==> src/rtl/core/wse_pkg.sv <==
// Shared constants, types and state encodings of the windowed slope estimator.
package wse_pkg;

   localparam int HALF_WINDOW = 5;

   localparam int X_W        = 16;
   localparam int Y_W        = 24;
   localparam int SLOPE_W    = 32;
   localparam int FRAC_SHIFT = 8;

   localparam int HIST_DEPTH = 2 * HALF_WINDOW + 1;
   localparam int HIST_AW    = $clog2(HIST_DEPTH);
   localparam int HIST_W     = X_W + Y_W;
   localparam int COUNT_W    = $clog2(HIST_DEPTH + 1);
   localparam int D_W        = $clog2(HALF_WINDOW + 1);

   localparam int SUM_GROW   = $clog2(HALF_WINDOW + 1);
   localparam int NUM_W      = Y_W + 1 + SUM_GROW;
   localparam int DEN_W      = X_W + 1 + SUM_GROW;
   localparam int DIVIDEND_W = NUM_W + FRAC_SHIFT;
   localparam int DIV_CNT_W  = $clog2(DIVIDEND_W);

   localparam int QUEUE_DEPTH = 2;
   localparam int Q_PTR_W     = $clog2(QUEUE_DEPTH);
   localparam int Q_CNT_W     = $clog2(QUEUE_DEPTH + 1);

   localparam logic [SLOPE_W-1:0] SLOPE_MAX = {1'b0, {(SLOPE_W-1){1'b1}}};
   localparam logic [SLOPE_W-1:0] SLOPE_MIN = {1'b1, {(SLOPE_W-1){1'b0}}};

   typedef enum logic [1:0] {
      F_IDLE,
      F_SELECT,
      F_SUM,
      F_PUSH
   } front_state_type;

   typedef enum logic [1:0] {
      PH_FIRST,
      PH_WINDOW,
      PH_END,
      PH_DONE
   } phase_type;

   typedef enum logic [1:0] {
      B_IDLE,
      B_DIVIDE,
      B_DONE
   } back_state_type;

   typedef struct packed {
      logic signed [NUM_W-1:0] num;
      logic signed [DEN_W-1:0] den;
      logic                    last;
   } job_type;

   typedef struct packed {
      logic [SLOPE_W-1:0] slope;
      logic               divide_error;
      logic               last_result;
   } result_type;

endpackage

==> src/rtl/core/wse_ram.sv <==
// Generic RAM with one write port and two registered read ports.
module wse_ram #(
   parameter int WIDTH = 8,
   parameter int DEPTH = 16
) (
   input  logic                     clock,
   input  logic                     wr_en,
   input  logic [$clog2(DEPTH)-1:0] wr_addr,
   input  logic [WIDTH-1:0]         wr_data,
   input  logic [$clog2(DEPTH)-1:0] rd_addr_a,
   output logic [WIDTH-1:0]         rd_data_a,
   input  logic [$clog2(DEPTH)-1:0] rd_addr_b,
   output logic [WIDTH-1:0]         rd_data_b
);

   logic [WIDTH-1:0] mem_ff [DEPTH];
   logic [WIDTH-1:0] rd_data_a_ff;
   logic [WIDTH-1:0] rd_data_b_ff;

   always_ff @(posedge clock) begin
      if (wr_en) begin
         mem_ff[wr_addr] <= wr_data;
      end
      rd_data_a_ff <= mem_ff[rd_addr_a];
      rd_data_b_ff <= mem_ff[rd_addr_b];
   end

   assign rd_data_a = rd_data_a_ff;
   assign rd_data_b = rd_data_b_ff;

endmodule

==> src/rtl/core/wse_front.sv <==
// Front end: takes points, keeps the point history and forms the difference sums.
module wse_front import wse_pkg::*; (
   input  logic           clock,
   input  logic           reset,
   input  logic           push,
   output logic           full,
   input  logic [X_W-1:0] x_value,
   input  logic [Y_W-1:0] y_value,
   input  logic           last_sample,
   output logic           job_push,
   input  logic           job_full,
   output job_type        job
);

   front_state_type state_ff, state_in;
   phase_type       phase_ff, phase_in;

   logic [COUNT_W-1:0] seen_ff, seen_in;
   logic [COUNT_W-1:0] j_ff, j_in;
   logic               last_ff, last_in;
   logic [D_W-1:0]     d_ff, d_in;
   logic [HIST_AW-1:0] wptr_ff, wptr_in;
   logic [HIST_AW-1:0] a_ff, a_in;
   logic [HIST_AW-1:0] b_ff, b_in;
   logic [D_W-1:0]     k_ff, k_in;
   logic [D_W-1:0]     cnt_ff, cnt_in;
   logic               rd_valid_ff, rd_valid_in;
   logic               job_last_ff, job_last_in;
   logic signed [NUM_W-1:0] num_ff, num_in;
   logic signed [DEN_W-1:0] den_ff, den_in;

   logic               plan_job;
   logic [HIST_AW-1:0] plan_a;
   logic [HIST_AW-1:0] plan_b;
   logic [D_W-1:0]     plan_k;
   logic               plan_last;
   phase_type          phase_next;
   logic [D_W-1:0]     d_next;
   logic [COUNT_W-1:0] j_minus_d;
   logic [D_W-1:0]     k_window;

   logic               wr_en;
   logic [HIST_AW-1:0] rd_addr_a;
   logic [HIST_AW-1:0] rd_addr_b;
   logic [HIST_W-1:0]  rd_data_a;
   logic [HIST_W-1:0]  rd_data_b;
   logic signed [Y_W-1:0] ya;
   logic signed [Y_W-1:0] yb;
   logic signed [X_W-1:0] xa;
   logic signed [X_W-1:0] xb;

   // Position of the point that lies a given number of points back from the newest.
   function automatic logic [HIST_AW-1:0] hist_addr(input logic [HIST_AW-1:0] newest,
                                                   input logic [HIST_AW-1:0] back_n);
      logic [HIST_AW:0] t;
      t = {1'b0, newest} + (HIST_AW+1)'(HIST_DEPTH) - {1'b0, back_n};
      if (t >= (HIST_AW+1)'(HIST_DEPTH)) begin
         t = t - (HIST_AW+1)'(HIST_DEPTH);
      end
      return t[HIST_AW-1:0];
   endfunction

   wse_ram #(
      .WIDTH (HIST_W),
      .DEPTH (HIST_DEPTH)
   ) u_history (
      .clock     (clock),
      .wr_en     (wr_en),
      .wr_addr   (wptr_in),
      .wr_data   ({x_value, y_value}),
      .rd_addr_a (rd_addr_a),
      .rd_data_a (rd_data_a),
      .rd_addr_b (rd_addr_b),
      .rd_data_b (rd_data_b)
   );

   assign ya = rd_data_a[Y_W-1:0];
   assign yb = rd_data_b[Y_W-1:0];
   assign xa = rd_data_a[HIST_W-1:Y_W];
   assign xb = rd_data_b[HIST_W-1:Y_W];

   assign j_minus_d = j_ff - COUNT_W'(d_ff);
   assign k_window  = (j_minus_d < COUNT_W'(d_ff)) ? D_W'(j_minus_d) : d_ff;

   always_comb begin
      plan_job   = 1'b0;
      plan_a     = HIST_AW'(d_ff) + HIST_AW'(1);
      plan_b     = HIST_AW'(d_ff) - HIST_AW'(1);
      plan_k     = k_window;
      plan_last  = 1'b0;
      phase_next = phase_ff;
      d_next     = d_ff;
      case (phase_ff)
         PH_FIRST: begin
            plan_job   = (j_ff == COUNT_W'(1));
            plan_a     = HIST_AW'(1);
            plan_b     = '0;
            plan_k     = D_W'(1);
            phase_next = PH_WINDOW;
         end
         PH_WINDOW: begin
            if (last_ff) begin
               if (d_ff != '0) begin
                  plan_job = 1'b1;
                  d_next   = d_ff - D_W'(1);
               end else begin
                  phase_next = PH_END;
               end
            end else begin
               plan_job   = (d_ff != '0) &&
                            ((j_ff == COUNT_W'(HIST_DEPTH)) || !j_ff[0]);
               phase_next = PH_END;
            end
         end
         PH_END: begin
            plan_job   = last_ff;
            plan_a     = '0;
            plan_b     = HIST_AW'(1);
            plan_k     = (j_ff == '0) ? '0 : D_W'(1);
            plan_last  = 1'b1;
            phase_next = PH_DONE;
         end
         default: begin
            phase_next = PH_DONE;
         end
      endcase
   end

   always_comb begin
      state_in = state_ff;
      case (state_ff)
         F_IDLE: begin
            if (push) begin
               state_in = F_SELECT;
            end
         end
         F_SELECT: begin
            if (phase_ff == PH_DONE) begin
               state_in = F_IDLE;
            end else if (plan_job) begin
               state_in = F_SUM;
            end
         end
         F_SUM: begin
            if ((cnt_ff == k_ff) && !rd_valid_ff) begin
               state_in = F_PUSH;
            end
         end
         F_PUSH: begin
            if (!job_full) begin
               state_in = F_SELECT;
            end
         end
         default: begin
            state_in = F_IDLE;
         end
      endcase
   end

   always_comb begin
      full        = (state_ff != F_IDLE);
      wr_en       = 1'b0;
      job_push    = 1'b0;
      phase_in    = phase_ff;
      seen_in     = seen_ff;
      j_in        = j_ff;
      last_in     = last_ff;
      d_in        = d_ff;
      wptr_in     = wptr_ff;
      a_in        = a_ff;
      b_in        = b_ff;
      k_in        = k_ff;
      cnt_in      = cnt_ff;
      job_last_in = job_last_ff;
      num_in      = num_ff;
      den_in      = den_ff;
      rd_valid_in = (state_ff == F_SUM) && (cnt_ff != k_ff);
      rd_addr_a   = hist_addr(wptr_ff, a_ff + HIST_AW'(cnt_ff));
      rd_addr_b   = hist_addr(wptr_ff, b_ff - HIST_AW'(cnt_ff));

      if (rd_valid_ff) begin
         num_in = num_ff + NUM_W'(ya) - NUM_W'(yb);
         den_in = den_ff + DEN_W'(xa) - DEN_W'(xb);
      end

      case (state_ff)
         F_IDLE: begin
            if (push) begin
               wr_en    = 1'b1;
               wptr_in  = (wptr_ff == HIST_AW'(HIST_DEPTH - 1)) ? '0
                                                                  : wptr_ff + HIST_AW'(1);
               j_in     = seen_ff;
               last_in  = last_sample;
               phase_in = PH_FIRST;
               d_in     = (seen_ff > COUNT_W'(2 * HALF_WINDOW)) ? D_W'(HALF_WINDOW)
                                                                 : D_W'(seen_ff >> 1);
               if (last_sample) begin
                  seen_in = '0;
               end else if (seen_ff != COUNT_W'(HIST_DEPTH)) begin
                  seen_in = seen_ff + COUNT_W'(1);
               end
            end
         end
         F_SELECT: begin
            if (phase_ff != PH_DONE) begin
               phase_in = phase_next;
               d_in     = d_next;
               if (plan_job) begin
                  a_in        = plan_a;
                  b_in        = plan_b;
                  k_in        = plan_k;
                  job_last_in = plan_last;
                  cnt_in      = '0;
                  num_in      = '0;
                  den_in      = '0;
               end
            end
         end
         F_SUM: begin
            if (cnt_ff != k_ff) begin
               cnt_in = cnt_ff + D_W'(1);
            end
         end
         F_PUSH: begin
            job_push = !job_full;
         end
         default: begin
         end
      endcase
   end

   assign job.num  = num_ff;
   assign job.den  = den_ff;
   assign job.last = job_last_ff;

   always_ff @(posedge clock) begin
      if (reset) begin
         state_ff    <= F_IDLE;
         phase_ff    <= PH_DONE;
         seen_ff     <= '0;
         wptr_ff     <= '0;
         rd_valid_ff <= 1'b0;
      end else begin
         state_ff    <= state_in;
         phase_ff    <= phase_in;
         seen_ff     <= seen_in;
         wptr_ff     <= wptr_in;
         rd_valid_ff <= rd_valid_in;
      end
      j_ff        <= j_in;
      last_ff     <= last_in;
      d_ff        <= d_in;
      a_ff        <= a_in;
      b_ff        <= b_in;
      k_ff        <= k_in;
      cnt_ff      <= cnt_in;
      job_last_ff <= job_last_in;
      num_ff      <= num_in;
      den_ff      <= den_in;
   end

endmodule

==> src/rtl/core/wse_queue.sv <==
// Short queue of difference sums between the front end and the divider.
module wse_queue import wse_pkg::*; (
   input  logic    clock,
   input  logic    reset,
   input  logic    push,
   output logic    full,
   input  job_type wdata,
   input  logic    pop,
   output logic    empty,
   output job_type rdata
);

   job_type              entries_ff [QUEUE_DEPTH];
   logic [Q_PTR_W-1:0]   wr_ptr_ff, wr_ptr_in;
   logic [Q_PTR_W-1:0]   rd_ptr_ff, rd_ptr_in;
   logic [Q_CNT_W-1:0]   count_ff, count_in;
   logic                 do_push;
   logic                 do_pop;

   assign full    = (count_ff == Q_CNT_W'(QUEUE_DEPTH));
   assign empty   = (count_ff == '0);
   assign do_push = push && !full;
   assign do_pop  = pop && !empty;
   assign rdata   = entries_ff[rd_ptr_ff];

   always_comb begin
      wr_ptr_in = wr_ptr_ff;
      rd_ptr_in = rd_ptr_ff;
      count_in  = count_ff;
      if (do_push) begin
         wr_ptr_in = (wr_ptr_ff == Q_PTR_W'(QUEUE_DEPTH - 1)) ? '0 : wr_ptr_ff + Q_PTR_W'(1);
      end
      if (do_pop) begin
         rd_ptr_in = (rd_ptr_ff == Q_PTR_W'(QUEUE_DEPTH - 1)) ? '0 : rd_ptr_ff + Q_PTR_W'(1);
      end
      if (do_push && !do_pop) begin
         count_in = count_ff + Q_CNT_W'(1);
      end else if (do_pop && !do_push) begin
         count_in = count_ff - Q_CNT_W'(1);
      end
   end

   always_ff @(posedge clock) begin
      if (reset) begin
         wr_ptr_ff <= '0;
         rd_ptr_ff <= '0;
         count_ff  <= '0;
      end else begin
         wr_ptr_ff <= wr_ptr_in;
         rd_ptr_ff <= rd_ptr_in;
         count_ff  <= count_in;
      end
      if (do_push) begin
         entries_ff[wr_ptr_ff] <= wdata;
      end
   end

endmodule

==> src/rtl/core/wse_back.sv <==
// Back end: bit-serial divider, saturation and the result output register.
module wse_back import wse_pkg::*; (
   input  logic       clock,
   input  logic       reset,
   input  logic       job_empty,
   output logic       job_pop,
   input  job_type    job,
   input  logic       pop,
   output logic       empty,
   output result_type result
);

   back_state_type state_ff, state_in;

   logic [DIVIDEND_W-1:0] quo_ff, quo_in;
   logic [DEN_W-1:0]      rem_ff, rem_in;
   logic [DEN_W-1:0]      dmag_ff, dmag_in;
   logic [DIV_CNT_W-1:0]  cnt_ff, cnt_in;
   logic                  num_neg_ff, num_neg_in;
   logic                  num_zero_ff, num_zero_in;
   logic                  den_neg_ff, den_neg_in;
   logic                  den_zero_ff, den_zero_in;
   logic                  last_ff, last_in;
   result_type            out_ff, out_in;
   logic                  out_valid_ff, out_valid_in;

   logic [NUM_W-1:0]   nmag;
   logic [DEN_W-1:0]   dmag;
   logic [DEN_W:0]     rem_sh;
   logic               fits;
   logic               q_hi_zero;
   logic               pos_over;
   logic               neg_over;
   logic [SLOPE_W-1:0] q_low;
   logic [SLOPE_W-1:0] slope_final;
   logic               out_free;

   assign nmag = job.num[NUM_W-1] ? NUM_W'(-job.num) : NUM_W'(job.num);
   assign dmag = job.den[DEN_W-1] ? DEN_W'(-job.den) : DEN_W'(job.den);

   assign rem_sh = {rem_ff, quo_ff[DIVIDEND_W-1]};
   assign fits   = (rem_sh >= {1'b0, dmag_ff});

   assign q_low     = quo_ff[SLOPE_W-1:0];
   assign q_hi_zero = (quo_ff[DIVIDEND_W-1:SLOPE_W] == '0);
   assign pos_over  = !q_hi_zero || q_low[SLOPE_W-1];
   assign neg_over  = !q_hi_zero || (q_low[SLOPE_W-1] && (q_low[SLOPE_W-2:0] != '0));
   assign out_free  = !out_valid_ff || pop;

   always_comb begin
      if (den_zero_ff) begin
         slope_final = num_zero_ff ? '0 : (num_neg_ff ? SLOPE_MIN : SLOPE_MAX);
      end else if (num_neg_ff ^ den_neg_ff) begin
         slope_final = neg_over ? SLOPE_MIN : (~q_low + SLOPE_W'(1));
      end else begin
         slope_final = pos_over ? SLOPE_MAX : q_low;
      end
   end

   always_comb begin
      state_in = state_ff;
      case (state_ff)
         B_IDLE: begin
            if (!job_empty) begin
               state_in = B_DIVIDE;
            end
         end
         B_DIVIDE: begin
            if (cnt_ff == '0) begin
               state_in = B_DONE;
            end
         end
         B_DONE: begin
            if (out_free) begin
               state_in = B_IDLE;
            end
         end
         default: begin
            state_in = B_IDLE;
         end
      endcase
   end

   always_comb begin
      job_pop      = 1'b0;
      quo_in       = quo_ff;
      rem_in       = rem_ff;
      dmag_in      = dmag_ff;
      cnt_in       = cnt_ff;
      num_neg_in   = num_neg_ff;
      num_zero_in  = num_zero_ff;
      den_neg_in   = den_neg_ff;
      den_zero_in  = den_zero_ff;
      last_in      = last_ff;
      out_in       = out_ff;
      out_valid_in = out_valid_ff && !pop;
      case (state_ff)
         B_IDLE: begin
            if (!job_empty) begin
               job_pop     = 1'b1;
               quo_in      = {nmag, {FRAC_SHIFT{1'b0}}};
               rem_in      = '0;
               dmag_in     = dmag;
               cnt_in      = DIV_CNT_W'(DIVIDEND_W - 1);
               num_neg_in  = job.num[NUM_W-1];
               num_zero_in = (job.num == '0);
               den_neg_in  = job.den[DEN_W-1];
               den_zero_in = (job.den == '0);
               last_in     = job.last;
            end
         end
         B_DIVIDE: begin
            rem_in = fits ? DEN_W'(rem_sh - {1'b0, dmag_ff}) : rem_sh[DEN_W-1:0];
            quo_in = {quo_ff[DIVIDEND_W-2:0], fits};
            if (cnt_ff != '0) begin
               cnt_in = cnt_ff - DIV_CNT_W'(1);
            end
         end
         B_DONE: begin
            if (out_free) begin
               out_in.slope        = slope_final;
               out_in.divide_error = den_zero_ff;
               out_in.last_result  = last_ff;
               out_valid_in        = 1'b1;
            end
         end
         default: begin
         end
      endcase
   end

   assign empty  = !out_valid_ff;
   assign result = out_ff;

   always_ff @(posedge clock) begin
      if (reset) begin
         state_ff     <= B_IDLE;
         out_valid_ff <= 1'b0;
      end else begin
         state_ff     <= state_in;
         out_valid_ff <= out_valid_in;
      end
      quo_ff      <= quo_in;
      rem_ff      <= rem_in;
      dmag_ff     <= dmag_in;
      cnt_ff      <= cnt_in;
      num_neg_ff  <= num_neg_in;
      num_zero_ff <= num_zero_in;
      den_neg_ff  <= den_neg_in;
      den_zero_ff <= den_zero_in;
      last_ff     <= last_in;
      out_ff      <= out_in;
   end

endmodule

==> src/rtl/core/windowed_slope_estimator.sv <==
// Top level of the windowed slope estimator.
// The block takes (x, y) points and returns one slope word per point, in point order,
// as (sum of y differences * 256) / (sum of x differences) over a symmetric window of
// up to five point pairs, saturated to 32 bits with 8 fraction bits; a zero x sum
// raises divide_error. A point returns zero or one slope while the scan runs, and the
// point marked last_sample flushes the remaining slopes, up to six words. In the divider
// each slope word goes through a load of the job, a bit-serial step for each of the 36
// dividend bits and a hand-over to the output register once that register is free. The
// front end forms each pair of sums through the select, sum and push states, and holds
// full until every slope of the point has been queued. A two-word queue between the
// front end and the divider, and the output register, let the next point be taken while
// earlier slopes are still being divided or wait to be popped.
module windowed_slope_estimator import wse_pkg::*; (
   input  logic               clock,
   input  logic               reset,
   input  logic               push,
   output logic               full,
   input  logic [X_W-1:0]     req_x_value,
   input  logic [Y_W-1:0]     req_y_value,
   input  logic               req_last_sample,
   output logic               empty,
   input  logic               pop,
   output logic [SLOPE_W-1:0] rsp_slope,
   output logic               rsp_divide_error,
   output logic               rsp_last_result
);

   job_type    fq_job;
   job_type    qb_job;
   logic       fq_push;
   logic       fq_full;
   logic       qb_pop;
   logic       qb_empty;
   result_type result;

   wse_front u_front (
      .clock       (clock),
      .reset       (reset),
      .push        (push),
      .full        (full),
      .x_value     (req_x_value),
      .y_value     (req_y_value),
      .last_sample (req_last_sample),
      .job_push    (fq_push),
      .job_full    (fq_full),
      .job         (fq_job)
   );

   wse_queue u_queue (
      .clock (clock),
      .reset (reset),
      .push  (fq_push),
      .full  (fq_full),
      .wdata (fq_job),
      .pop   (qb_pop),
      .empty (qb_empty),
      .rdata (qb_job)
   );

   wse_back u_back (
      .clock     (clock),
      .reset     (reset),
      .job_empty (qb_empty),
      .job_pop   (qb_pop),
      .job       (qb_job),
      .pop       (pop),
      .empty     (empty),
      .result    (result)
   );

   assign rsp_slope        = result.slope;
   assign rsp_divide_error = result.divide_error;
   assign rsp_last_result  = result.last_result;

endmodule

==> config.mk <==
export PLATFORM = sky130hd
export DESIGN_NAME = windowed_slope_estimator
export DESIGN_NICKNAME = d
export VERILOG_FILES = /design/src/rtl/core/wse_pkg.sv /design/src/rtl/core/wse_ram.sv /design/src/rtl/core/wse_front.sv /design/src/rtl/core/wse_queue.sv /design/src/rtl/core/wse_back.sv /design/src/rtl/core/windowed_slope_estimator.sv
export SDC_FILE = /design/constraint.sdc
export NUM_CORES = 2
export LEC_CHECK = 0
export BUFFER_PORTS_ARGS = -buffer_cell sky130_fd_sc_hd__buf_2
export CAP_MARGIN = 20
export CORE_MARGIN = 3
export CORE_UTILIZATION = 55
export DETAILED_ROUTE_END_ITERATION = 8
export GPL_TIMING_DRIVEN = 1
export PLACE_DENSITY = 0.71
export SYNTH_ARGS = -nofsm -noshare
export SYNTH_HDL_FRONTEND = slang
export SYNTH_SLANG_ARGS = --single-unit
==> constraint.sdc <==
create_clock -name clock -period 6.7 [get_ports clock]
set_clock_uncertainty 0.15 [all_clocks]
set_input_delay 0.67 -clock clock [delete_from_list [all_inputs] [get_ports clock]]
set_output_delay 0.67 -clock clock [all_outputs]
set_load 0.02 [all_outputs]
# Yosys cells after proc, flatten, opt, wreduce, memory -nomap -nowiden
# Memories as Yosys holds them, arrays and structs flattened. A register that Yosys moved wholly into a read port is not among the register bits.
# Index checks and enable logic that the tools add are counted.
# Widths: inputs -> output; s select.
dict set report totals {
  ff_bits 212
  mem_bits_rw 538
  in_bits 45
  output_inout_bits 36
  elab_cells 237
  memories 2
}
dict set report op_classes {
  add_sub_neg 27
  magnitude_cmp 5
  n_eq_ne 31
  mux 84
  bitwise_logic 3
  n_reduce_logical 52
}
# memory depth word_bits read_ports rd_clocked_by_memory_dff write_ports line_no
set mem_list {}
lappend mem_list {u_front.u_history.mem_ff 11 40 2 2 1 wse_ram.sv:16} ;# logic [WIDTH-1:0] mem_ff [DEPTH];
lappend mem_list {u_queue.entries_ff 2 49 1 1 1 wse_queue.sv:13} ;# job_type entries_ff [QUEUE_DEPTH];
# op count
set ops {}
lappend ops {{$mux 32} 6}
lappend ops {{$mux 28} 5}
lappend ops {{$mux 20} 6}
lappend ops {{$pmux 36 s2} 1}
lappend ops {{$pmux 20 s2} 1}
lappend ops {{$mux 36} 1}
lappend ops {{$add 32x1->32 const B} 1}
lappend ops {{$not 32->32} 1}
lappend ops {{$reduce_bool 31->1} 1}
lappend ops {{$mux 3} 10}
lappend ops {{$add 28x24->28} 1}
lappend ops {{$logic_not 28->1} 1}
lappend ops {{$mux 2} 14}
lappend ops {{$mux 4} 7}
lappend ops {{$neg 28->28} 1}
lappend ops {{$sub 28x24->28} 1}
lappend ops {{$ge 21x20->1} 1}
lappend ops {{$add 20x16->20} 1}
lappend ops {{$logic_not 20->1} 1}
lappend ops {{$neg 20->20} 1}
lappend ops {{$sub 20x16->20} 1}
lappend ops {{$sub 20x20->20} 1}
lappend ops {{$mux 1} 19}
lappend ops {{$mux 19} 1}
lappend ops {{other kinds (50)} 118}

# Longest topological paths before layout
dict set report depth {
  depth_word 8
  depth_mapped 18
  depth_no_buf 15
}

# Cells and area by module
# From an unflattened synthesis, not the netlist that was laid out.
dict set report unflattened {
  hier_cells 3446
  area_unflattened_um2 42798.5
}
# module instances cells_per_inst area_each_um2 seq_area_each_um2
set modules_own_cells {}
lappend modules_own_cells {wse_ram 1 1457 22846.9 14814.2}
lappend modules_own_cells {wse_front 1 1024 8381.8 1911.8}
lappend modules_own_cells {wse_back 1 788 7823.8 3693.5}
lappend modules_own_cells {wse_queue 1 177 3746.1 3042.9}

# Worst setup path after synthesis
# OpenSTA, ideal clock, no wires.
dict set report synth_timing {
  kind {register to register}
  from {register u_front.wptr_ff[0]}
  to {memory u_front.u_history.mem_ff[3][0] (netlist bit) (enable)}
  setup_ns 0.487
  arrival_time_ns 4.358
  required_time_ns 6.063
  path_slack_ns 1.705
  path_stages_with_launch 8
  n_path_buf 1
  period_less_slack_ns 4.995
  cell_sequence {dfxtp_1 -> clkbuf_1 -> inv_1 -> ha_1 -> nand2_1 -> nor2_1 -> or3_1 -> nor3_1}
}
dict set report synth_between {
  elab_chain_cells 4
  word_cells_on_any_way 5
  cone_classes {add/sub (1); eq/ne (1); mux (3)}
}
# item line_no
set synth_rtl {}
lappend synth_rtl {{start, declared} wse_front.sv:22} ;# logic [HIST_AW-1:0] wptr_ff, wptr_in;
lappend synth_rtl {{start signal, assigned} wse_front.sv:247} ;# wptr_ff <= wptr_in;
lappend synth_rtl {{$add 4x1->4 / $eq 4x4->1 (equally long branches)} {wse_front.sv:191, wse_front.sv:190}}
lappend synth_rtl {{$mux 4} wse_front.sv:190} ;# wptr_in = (wptr_ff == HIST_AW'(HIST_DEPTH - 1)) ? '0
lappend synth_rtl {{$mux 4} wse_front.sv:188} ;# if (push) begin
lappend synth_rtl {{$mux 4 *} wse_front.sv:186} ;# case (state_ff)
lappend synth_rtl {{end, declared} wse_ram.sv:16}
# Every way passes the cells marked *; elsewhere a longest branch is shown, timed or not.

# Worst setup path after layout
dict set report layout_timing {
  from {register u_front.wptr_ff[0]}
  to {register u_front.u_history.rd_data_b_ff[30], in the netlist u_front.u_history.rd_data_b[30] (read register of u_front.u_history.mem_ff)}
}
dict set report layout_between {
  elab_chain_cells 4
  word_cells_on_any_way 5
  cone_classes {add/sub (3); order compare (1); mux (1)}
}
# item line_no
set layout_rtl {}
lappend layout_rtl {{$add 4x4->5 *} wse_front.sv:56} ;# t = {1'b0, newest} + (HIST_AW+1)'(HIST_DEPTH) - {1'b0, back_n};
lappend layout_rtl {{$sub 5x4->5 *} wse_front.sv:56}
lappend layout_rtl {{$sub 4x4->4 / $ge 5x4->1 (equally long branches)} {wse_front.sv:58, wse_front.sv:57}}
lappend layout_rtl {{$mux 4 *} wse_front.sv:57} ;# if (t >= (HIST_AW+1)'(HIST_DEPTH)) begin
lappend layout_rtl {{end, declared} wse_ram.sv:18} ;# logic [WIDTH-1:0] rd_data_b_ff;
# Marks and branches as above.
# A chain may end at the register's enable or synchronous reset.

==> results by stage <==
Routing:
- The count of nets left with antenna violations after detail routing is 0.
- Using the TritonRoute via totals, the vias-per-cell ratio works out to 6.282.
- The routed design has 104400 µm of wire.
- The total via count in the routed design is 29100.
- The length of routed met2 wiring is 48960 µm.
- Signal routing reaches up to met4.
- The detailed router finished its first iteration with 3677 violations.
- After detailed routing, the number of remaining DRC violations is 0.
- In the final routed layout, each cell accounts on average for 22.53 µm.
- The total routed wire length on the met1 layer is 41670 µm.
- The first detailed-routing pass took 8 iterations.
- After detailed routing, the met3 layer carries 10240 µm of wire.

Global route:
- The first global-routing pass estimated 160500 µm of wire.
- Across every metal layer, demand over resource in global routing totals 0.2654.
- The largest net degree at the start of global routing is 79.
- The global route total overflow is 0.
- The number of global-route vias before repair is 28090.
- The number of antenna violations at the first check in global routing was 3.

Placement:
- The number of port buffers is 80.
- At the end of routability-driven placement, the weighted congestion stood at 0.8443.
- The HPWL after detailed placement is 62760 µm.

Setup path:
- The category of the worst setup path launch point is a register.
- The first element of the critical path is u_front.wptr_ff[0].
- The critical setup path kind is register to register.
- The worst-path maximum fanout is 42.
- The buffering stage count on the worst path with inverters included is 4.
- The startpoint identified for the worst register-to-register timing path is u_front.wptr_ff[0].
- The required time of the worst setup path is 7100 ps.
- The kind of capture point of the worst setup path is a register.
- On the worst path, the slowest cell contributes a delay of 760 ps.
- The most repeated library cell on the critical path is inv_1.
- On the critical path the largest part of the delay comes from compound AO/OA/AOI/OAI gates.
- STA puts the critical path data arrival time at 5790 ps.
- The signal on the critical path passes through inv_1 > ha_1 > inv_1 > fa_1 > inv_1 > o21ai_0 > or2_2 > a31oi_1 > or3_1 > nand2_2 > buf_12 > a222oi_1 > nand3_1 > and3_1.
- The largest individual stage delay along the critical path comes from the cell a31oi_1.

Clocking:
- The H-tree was split into 3 levels.
- The latest clock arrival within the worst-skew pair is 660 ps.
- Hold repair after CTS inserted 0 buffers.
- The CTS sink count is 831.
- After clock tree synthesis, the repair step resized 0 gates.
- Clock-pin slew was measured on the worst setup and hold paths at 60 ps.
- TritonCTS built the clock tree.
- The clock passes through at most 3 buffers.
- The number of buffers inserted to repair setup after CTS is 0.
- The number of buffers inserted during clock tree synthesis is 85.
- In this run the clock root is driven by a clkbuf_16.

STA:
- The max-slew violation count is 0.
- Summed over all failing endpoints, the final setup total negative slack is 0 ps.
- The part of the cycle the worst path needs is 0.8047.
- The worst path needs 5391 ps of the cycle, external delays included.
- The number of endpoints with negative hold slack in the final report is 0.
- Setup repair after global routing left no endpoint under its margin.
- The maximum frequency from static timing analysis is 185.5 MHz.
- Measured against its own limit, the worst slew margin works out to 0.3364.
- The number of setup violations in the final report is 0.
- At the pin with the least slew margin, the transition time is 990.8 ps.

Floorplanning:
- The effective utilization at floorplan is 0.5569.
- In this run the core area contains 99 standard-cell rows.
- The area of the placeable core is 0.07321 mm².
- The width of the chip is 278.3 µm.
- From bottom edge to top edge, the die measures 278.3 µm.
- The area of the die is 0.07743 mm².
- The I/O pin count is 81.

Yosys:
- The cell area after synthesis is 0.04077 mm².
- The async set-reset flop share out of synthesis is 0.
- The distinct cell type count of the synthesized netlist is 77.
- After synthesis, the mean cell area works out to 11.44 µm².
- The number of enable-type register cells in the synthesized netlist is 682.
- The number of nets handed over by synthesis was 3774.
- The leading register cell type out of synthesis is edfxtp_1.
- The sequential cell area fraction in the yosys report is 0.5755.
- Counting flops and latches in the post-synthesis netlist gives 831.
- During synthesis, Yosys emitted a total of 0 warnings.
- The number of standard cells after synthesis is 3564.

Hold path:
- In this run the worst hold path is classified as input port to register.
- The startpoint identified for the worst hold timing path is req_last_sample.

Final layout:
- The final layout net count is 3805.
- Of the cells placed in the final design, the portion with a size suffix greater than 1 is 0.09220.
- The area overhead of the layout relative to synthesis is 11.07%.
- The layout filler cell count is 5655.

Status:
- The run finished with clean final reports.

Flow run:
- Across the run, the number of max-cap violations was 0.
## synthesized netlist by cell type, drive strengths merged (49+ instances only)
cell    instances  area, µm²
a21oi         134      670.6
a22oi         171       1284
and3           93      581.8
clkbuf        165      619.3
dfxtp         149       2983
edfxtp        682      20480
fa             52       1041
ha            113       1414
inv           250      938.4
mux2i         142       1421
nand2         212      803.3
nand3         168      840.8
nor2          264      991.0
nor3           65      325.3
o21ai         218       1091
o22ai         102      638.1
xnor2          73      639.4
xor2           49      429.2
## layout make-up
cell class              instances  area [µm²]  share of cell area
clock buffers                 116        2354             0.05197
repair buffers                135       908.4             0.02006
diodes                          7       17.52           0.0003868
multi-input cells            2291       15900              0.3511
well taps                     959        1200             0.02650
clock inverters                42       496.7             0.01097
flip-flops and latches        831       23470              0.5182
inverters                     251       942.2             0.02081
## sequential cells by signal, indices dropped and copies added, names as in the netlist, 6 cells and up, named ones only
name,count
u_back.cnt_ff,6
u_back.dmag_ff,20
u_back.quo_ff,36
u_back.rem_ff,20
u_back.result,34
u_front.den_ff,20
u_front.num_ff,28
u_front.u_history.mem_ff,440
u_front.u_history.rd_data_a,40
u_front.u_history.rd_data_b,40
u_queue.entries_ff,98
## cells in the final DEF, fill, tap and decap left out, types with 61 or more instances in the layout
master     netlist  final
a21oi_1        134    131
a22oi_1        171    170
and3_1          93     92
buf_2            3     80
clkbuf_16        0     85
dfxtp_1        149    147
edfxtp_1       682    682
ha_1           113    112
inv_1          249    249
mux2i_1        142    140
nand2_1        211    210
nand3_1        168    168
nor2_1         264    251
nor3_1          65     61
o21ai_0        194    194
o22ai_1        102    102
xnor2_1         73     73
## stage by stage
stage,std cells,hold slack [ps],util,setup WS (ps),instance area (µm²)
final,4632,157.2,0.6186,1309,45280
after detailed placement,4466,297.8,0.5790,1427,42390
after CTS,4624,115.9,0.6180,1389,45240
after global placement,4466,276.2,0.5790,1542,42390
after floorplan,3564,250.3,-,1705,40770
after global routing,4628,160.1,0.6184,934.1,45270
## routing by layer
metal,vias to the layer above,track usage
li1,13400,-
met1,13920,0.3530
met2,1525,0.4375
met3,257,0.04740
met4,0,0.1023
met5,-,0
## final timing paths
check,endpoint,slack [ps],cells past startpoint
hold / removal,u_front.last_ff,160,1
setup / recovery,u_front.u_history.rd_data_b[30],1310,14
setup reg to reg,u_front.u_history.rd_data_b[30],1310,14
hold reg to reg,u_back.result[0],300,0
## cell families (layout without fill, tap and decap cells)
| family | Yosys count | in the layout | synth area share |
|---|---|---|---|
| simple gates | 968 | 968 | 0.1145 |
| compound gates | 883 | 883 | 0.1436 |
| flops | 831 | 831 | 0.5755 |
| buf+inv | 442 | 544 | 0.04152 |
| fa+ha+maj | 165 | 165 | 0.06021 |
| mux | 153 | 153 | 0.03845 |
| xor+xnor | 122 | 122 | 0.02621 |
| other cells | 0 | 7 | 0 |
Power is left out: the tool's default activity adds up to more than one toggle a clock period on the data nets, which glitch-free logic cannot reach.
